==> config.mk <==
export PLATFORM = sky130hd
export DESIGN_NAME = mbsd_ctrl
export DESIGN_NICKNAME = d
export VERILOG_FILES = /design/src/rtl/mbsd_pkg.sv /design/src/rtl/mbsd_ctrl.sv
export SDC_FILE = /design/constraint.sdc
export NUM_CORES = 1
export LEC_CHECK = 0
export ABC_AREA = 1
export BUFFER_PORTS_ARGS = -buffer_cell sky130_fd_sc_hd__buf_4
export CAP_MARGIN = 5
export CORE_MARGIN = 2
export CORE_UTILIZATION = 49
export DETAILED_ROUTE_END_ITERATION = 6
export PLACE_DENSITY = 0.76
export SLEW_MARGIN = 20
export SYNTH_ARGS = -nofsm -noshare
export SYNTH_HDL_FRONTEND = slang
export SYNTH_SLANG_ARGS = --single-unit
==> constraint.sdc <==
create_clock -name clock -period 1.66 [get_ports clock]
set_input_delay 0.332 -clock clock [delete_from_list [all_inputs] [get_ports clock]]
set_output_delay 0.332 -clock clock [all_outputs]
set_load 0.03 [all_outputs]
==> src/rtl/mbsd_pkg.sv <==
// Package: shared constants, codes and control types of the beam search decoder.
`timescale 1ns / 1ps
package mbsd_pkg;

   localparam int SLOTS   = 12;
   localparam int LEN_W   = 4;
   localparam int WORD_W  = 6;
   localparam int PROB_W  = 16;
   localparam int SCORE_W = 32;
   localparam int POS_W   = 4;
   localparam int CFG_W   = 7;

   localparam logic [CFG_W-1:0]   VOCAB_RESET = 7'd64;
   localparam logic [PROB_W-1:0]  PROB_ONE    = 16'h8000;
   localparam logic [SCORE_W-1:0] SCORE_ONE   = 32'h8000_0000;

   typedef enum logic {
      OP_LOAD = 1'b0,
      OP_RUN  = 1'b1
   } op_type;

   typedef enum logic [2:0] {
      ST_IDLE,
      ST_INIT,
      ST_BEAM,
      ST_SCAN,
      ST_DRAIN,
      ST_COMMIT,
      ST_EMIT
   } state_type;

   // commands from the controller to the datapath
   typedef struct packed {
      logic tbl_we;
      logic init;
      logic issue;
      logic issue_ext;
      logic commit;
      logic emit_load;
   } cmd_type;

   // status from the datapath to the controller
   typedef struct packed {
      logic             pipe_busy;
      logic             next_all_ended;
      logic             out_free;
      logic [LEN_W-1:0] emit_len;
   } stat_type;

endpackage

==> src/rtl/mbsd_ctrl.sv <==
// Controller: sequences table loads, search rounds, candidate scan and sentence readout.
`timescale 1ns / 1ps
module mbsd_ctrl #(
   parameter int VOCAB_MAX  = 64,
   parameter int BEAM       = 2,
   parameter int MAX_ROUNDS = 10,
   localparam int WW  = $clog2(VOCAB_MAX),
   localparam int BIW = (BEAM > 1) ? $clog2(BEAM) : 1,
   localparam int BCW = $clog2(BEAM + 1)
) (
   input  logic                 clock,
   input  logic                 reset,
   input  logic                 req_valid,
   output logic                 req_ready,
   input  logic                 req_opcode,
   input  logic                 csr_we,
   input  logic [6:0]           csr_wdata,
   input  mbsd_pkg::stat_type   status,
   input  logic [BCW-1:0]       beam_count,
   input  logic [BEAM-1:0]      last_end,
   input  logic [BEAM-1:0]      full,
   output mbsd_pkg::cmd_type    cmd,
   output logic [BIW-1:0]       beam_sel,
   output logic [WW-1:0]        word_sel,
   output logic [3:0]           emit_pos
);
   import mbsd_pkg::*;

   localparam int VW = $clog2(VOCAB_MAX + 1);
   localparam int RW = $clog2(MAX_ROUNDS + 1);

   state_type        state_ff, state_in;
   logic [BCW-1:0]   i_ff, i_in;
   logic [WW-1:0]    w_ff, w_in;
   logic [RW-1:0]    r_ff, r_in;
   logic [3:0]       k_ff, k_in;
   logic [CFG_W-1:0] csr_ff;
   logic [VW-1:0]    vocab_eff;
   logic             w_last;
   logic [BIW-1:0]   idx;

   // vocabulary register, clamped to the table size
   always_ff @(posedge clock) begin
      if (reset) begin
         csr_ff <= VOCAB_RESET;
      end else if (csr_we) begin
         csr_ff <= csr_wdata;
      end
   end

   assign vocab_eff = (32'(csr_ff) > VOCAB_MAX) ? VW'(VOCAB_MAX) : VW'(csr_ff);
   assign w_last    = (32'(w_ff) + 1) == 32'(vocab_eff);
   assign idx       = i_ff[BIW-1:0];

   always_ff @(posedge clock) begin
      if (reset) begin
         state_ff <= ST_IDLE;
         i_ff     <= '0;
         w_ff     <= '0;
         r_ff     <= '0;
         k_ff     <= '0;
      end else begin
         state_ff <= state_in;
         i_ff     <= i_in;
         w_ff     <= w_in;
         r_ff     <= r_in;
         k_ff     <= k_in;
      end
   end

   // next state and commands
   always_comb begin
      state_in  = state_ff;
      i_in      = i_ff;
      w_in      = w_ff;
      r_in      = r_ff;
      k_in      = k_ff;
      cmd       = '0;
      req_ready = 1'b0;
      unique case (state_ff)
         ST_IDLE: begin
            req_ready = 1'b1;
            if (req_valid) begin
               if (req_opcode == OP_LOAD) begin
                  cmd.tbl_we = 1'b1;
               end else begin
                  state_in = ST_INIT;
               end
            end
         end
         ST_INIT: begin
            cmd.init = 1'b1;
            r_in     = '0;
            i_in     = '0;
            state_in = ST_BEAM;
         end
         ST_BEAM: begin
            if (i_ff >= beam_count) begin
               state_in = ST_DRAIN;
            end else if (last_end[idx]) begin
               // ended sentence is carried over unchanged
               cmd.issue = 1'b1;
               i_in      = i_ff + 1'b1;
            end else if (full[idx] || vocab_eff == '0) begin
               i_in = i_ff + 1'b1;
            end else begin
               w_in     = '0;
               state_in = ST_SCAN;
            end
         end
         ST_SCAN: begin
            cmd.issue     = 1'b1;
            cmd.issue_ext = 1'b1;
            if (w_last) begin
               i_in     = i_ff + 1'b1;
               state_in = ST_BEAM;
            end else begin
               w_in = w_ff + 1'b1;
            end
         end
         ST_DRAIN: begin
            if (!status.pipe_busy) begin
               state_in = ST_COMMIT;
            end
         end
         ST_COMMIT: begin
            cmd.commit = 1'b1;
            r_in       = r_ff + 1'b1;
            if (status.next_all_ended || (32'(r_ff) + 1) == MAX_ROUNDS) begin
               k_in     = '0;
               state_in = ST_EMIT;
            end else begin
               i_in     = '0;
               state_in = ST_BEAM;
            end
         end
         ST_EMIT: begin
            if (status.out_free) begin
               cmd.emit_load = 1'b1;
               if (k_ff == status.emit_len - 1'b1) begin
                  state_in = ST_IDLE;
               end else begin
                  k_in = k_ff + 1'b1;
               end
            end
         end
         default: begin
            state_in = ST_IDLE;
         end
      endcase
   end

   assign beam_sel = idx;
   assign word_sel = w_ff;
   assign emit_pos = k_ff;

endmodule

==> summary.md <==
| Metric | Value |
|---|---|
| Status | finished with violations |
| Violated checks | setup timing |
| CP max-delay cell | dfxtp_4 |
| Yosys warns | 0 |
| Worst R2R Setup Slack | -0.14 ns |
| Total grt overflow | 0 |
| Overall routing resource usage | between 20% and 30% |
| Hpwl dp | around 3500 um |
| Initial antenna violation count | 0 |
| Slew Limit Fails | 0 |
| DR iter-0 viols | around 160 |
| CTS Buffer Depth | 2 |
| Top FF cell, synth | dfxtp_1 |
| Die area | 4360 um2 |
| Cell count after synthesis | between 200 and 300 |
| Flop pwr share | 26.8% |
| Final hold violation count | 0 |
| Worst-Margin Slew | 0.263 ns |
| Post-synthesis cell area | 1890 um2 |
| Hold Crit Class | in -> reg |
| Seq cells post-synth | 26 |
| Starting Density | 51.2% |
| Vias | 2210 |
| Sink Count | 26 |
| Worst-path cell chain | inv_4 > ha_4 > o21ai_2 > nand2_1 > nor2_2 > buf_4 > buf_6 > nand2_4 > nand3_4 > a21oi_4 > inv_2 > a21oi_2 > nand2_1 > inv_1 |
| Final setup fails | 13 |
| Number of remaining DRC errors | 0 |
| Mean Syn Cell Area | 6.31 um2 |
| Worst rel slew slack | about 82% |
| Seq/Total Area, Yosys | 27.6% |
| Internal | 2.00 mW |
| Skew final | 0.00676 ns |
| RSZ-0062 raised after global routing | true |
| FP Rows | 22 |
| Layout area overhead | 53.6% |
| Vias per inst | 5.15 |
| Global-route wire length before repair | approximately 8100 um |
| CTS tree | done |
| Worst-Skew Late Latency | roughly 0.28 ns |
| CP dominant cell by count | nand2_1 |
| Vias in the first global route | between 1500 and 2000 |
| Hold path endpoint | csr_ff[5]$_SDFFE_PP0P_ |
| CTS buffer count | 3 |
| Fin crit share | 109% |
| IO buf count | 42 |
| Final instance area | a little under 3000 um2 |
| Crit path capture type | flop |
| Diode count | 0 |
| Syn_nets | 331 |
| Crit path max fanout | 4 |
| Sw Pwr | roughly 1.7 mW |
| R2R Path Start | i_ff[0]$_SDFFE_PP0P_ |
| Cell count after placement | ~400 |
| Largest net degree at the start of global routing | 15 |
| Boundary pin count | 43 |
| Max Fclk | between 0.5 and 0.6 GHz |
| First drt pass iteration count | 4 |
| Hold Crit Depth | 3 |
| CORE AREA | 3690 um2 |
| Die Y | 66.1 um |
| Layout cells sized above 1 | between 40% and 50% |
| Worst Path Arrival | 2.02 ns |
| CTS Root Cell | clkbuf_8 |
| Fin crit period | 1.80 ns |
| Critical Path RT | between 1.5 and 2 ns |
| Setup WS post-layout | -0.142 ns |
| LEAKAGE | 1.37 nW |
| Clock-pin slew on the worst setup and hold paths | 0.09 ns |
| Layout Cells excl Fill | 429 |
| Post-synthesis async set-or-reset flop share | 0% |
| Sw Ratio | a little under half |
| Post-DR wirelength/cell | 12.5 um |
| Crit Path Class | reg -> reg |
| Combinational share of power | 63.0% |
| WL final | 5370 um |
| CP peak stage delay | 0.37 ns |
| Placed cell area | 2480 um2 |
| H-tree levels | 1 |
| R2R Path End | state_ff[1]$_SDFFE_PP0P_ |
| R2R depth | 14 |
| # nets final | 414 |
| Die width | 66.1 um |
| Final GP Congestion | 0.842 |
| Setup crit start kind | flop |
| VDD IR max | 497 uV |
| Post-synth EDFFs | 0 |
| Hold path start | csr_wdata[5] |
| PwrDens | 1270 nW/um2 |
| Max-cap violation count | 0 |
| DRT antenna net count | 0 |
| Clock power frac | 10.2% |
| Synth unique cells | 35 |
[cell type report]
cell class	instances	area, um2
clock buffer	3	41.3
fill	276	791
inverter	42	164
multi-input combinational	226	1380
tap	48	60.1
sequential	26	551
clock inverter	1	3.75
timing repair buffer	83	694
[synth_stat cells, types with 2 or more instances]
cell type	instances	area, um2
nor3_1	2	10.0
nor2_2	2	12.5
nand2_1	73	274
o21bai_1	2	15.0
or2_2	2	12.5
nand3_1	28	140
a21oi_1	22	110
clkinv_1	2	7.51
xor2_1	6	52.6
dfxtp_1	26	521
o21ai_0	9	45.0
nand2_2	4	25.0
nor2_1	42	158
nand3b_1	2	15.0
inv_1	35	131
ha_1	7	87.6
o21ai_1	3	15.0
buf_4	3	22.5
inv_2	5	18.8
nand4_1	5	31.3
nand3_2	5	50.1
[power groups by stage]
stage / combinational (mW) / clock, mW / sequential (mW)
finish: 2.32 / 0.375 / 0.987
global route: 2.52 / 0.409 / 1.00
CTS: 2.01 / 0.387 / 0.950
detailed placement: 1.77 / 0 / 0.950
global placement: 1.75 / 0 / 0.944
floorplan: 1.05 / 0 / 1.09
[metal layers]
layer  share of wire, %  track usage, %
met4                1.7            7.91
met1                 45            29.8
met2                 50            41.7
met5                  0               0
met3                3.5            2.21
[critical path, delay by kind of cell, from the launching register on]
kind | cells | cell delay (ns)
DFF | 1 | 0.37
adders and majority gates | 1 | 0.25
AOI/OAI and AO/OA | 3 | 0.35
buffers and inverters | 5 | 0.43
and+or+nand+nor | 5 | 0.34
[cells in the final DEF (no fill, tap or decap), types with 2 or more instances in the layout]
master | Yosys | final
buf_4 | 3 | 73
nand2_1 | 73 | 62
nor2_1 | 42 | 35
inv_1 | 35 | 29
nand3_1 | 28 | 22
a21oi_1 | 22 | 15
dfxtp_1 | 26 | 14
nand2_2 | 4 | 12
nand3_2 | 5 | 10
inv_2 | 5 | 9
o21ai_0 | 9 | 8
a21oi_2 | 1 | 7
buf_6 | 1 | 7
nor2_4 | 1 | 6
xor2_1 | 6 | 6
dfxtp_4 | 0 | 6
dfxtp_2 | 0 | 6
nand4_1 | 5 | 5
nor2_2 | 2 | 4
ha_1 | 7 | 4
o21ai_2 | 0 | 3
nand2_4 | 0 | 3
clkbuf_8 | 0 | 3
inv_4 | 0 | 2
clkinv_1 | 2 | 2
o21bai_1 | 2 | 2
or2_2 | 2 | 2
nand3b_1 | 2 | 2
ha_4 | 0 | 2
buf_12 | 0 | 2
[worst max-delay path by stage]
stage	startpoint	endpoint	slack, ns	depth (start not counted)
after floorplan	status[0]	emit_pos[0]$_SDFFE_PP0P_	0.006	11
after global placement	status[0]	state_ff[1]$_SDFFE_PP0P_	-0.11	13
after detailed placement	status[0]	state_ff[1]$_SDFFE_PP0P_	-0.16	13
after CTS	i_ff[0]$_SDFFE_PP0P_	cmd[3]	-0.16	8
after global routing	i_ff[0]$_SDFFE_PP0P_	state_ff[1]$_SDFFE_PP0P_	-0.25	14
final	i_ff[0]$_SDFFE_PP0P_	state_ff[1]$_SDFFE_PP0P_	-0.14	14
[logic make-up (layout without fill, tap and decap cells)]
group / Yosys count / after routing / share of synthesized area [%]
XOR/XNOR: 8 / 8 / 4.11
flip-flops: 26 / 26 / 27.6
AND/OR/NAND/NOR: 169 / 169 / 40.8
adder cells (fa/ha/maj): 7 / 7 / 4.64
AO/OA/AOI/OAI: 41 / 41 / 12.0
buffers and inverters: 47 / 129 / 10.3
multiplexers: 1 / 1 / 0.531
[what timing repair did]
action                                  CTS  global route
endpoints found under the setup margin   16            20
hold buffers                              0             0
resized for setup                        26            45
pin swaps                                15            23
buffers inserted                          8            11
gates cloned                              1             0
[per-stage QoR]
stage	utilization, %	setup TNS [ns]	power [mW]	setup slack [ns]	hold slack [ns]
6_report	78.6	-1.16	3.68	-0.142	0.281
5_1_grt	78.6	-2.37	3.93	-0.252	0.276
4_1_cts	72.8	-1.25	3.34	-0.162	0.274
3_5_place_dp	67.2	-1.40	2.72	-0.163	0.483
3_3_place_gp	67.2	-0.979	2.69	-0.106	0.463
2_1_floorplan	-	0	2.14	0.00561	0.447
[state kept, by name, indices dropped and copies added (netlist names)]
name	cells
i_ff	2
csr_ff	7
state_ff	3
word_sel	6
r_ff	4
emit_pos	4
Note: power is estimated with default switching activity, not from simulation.
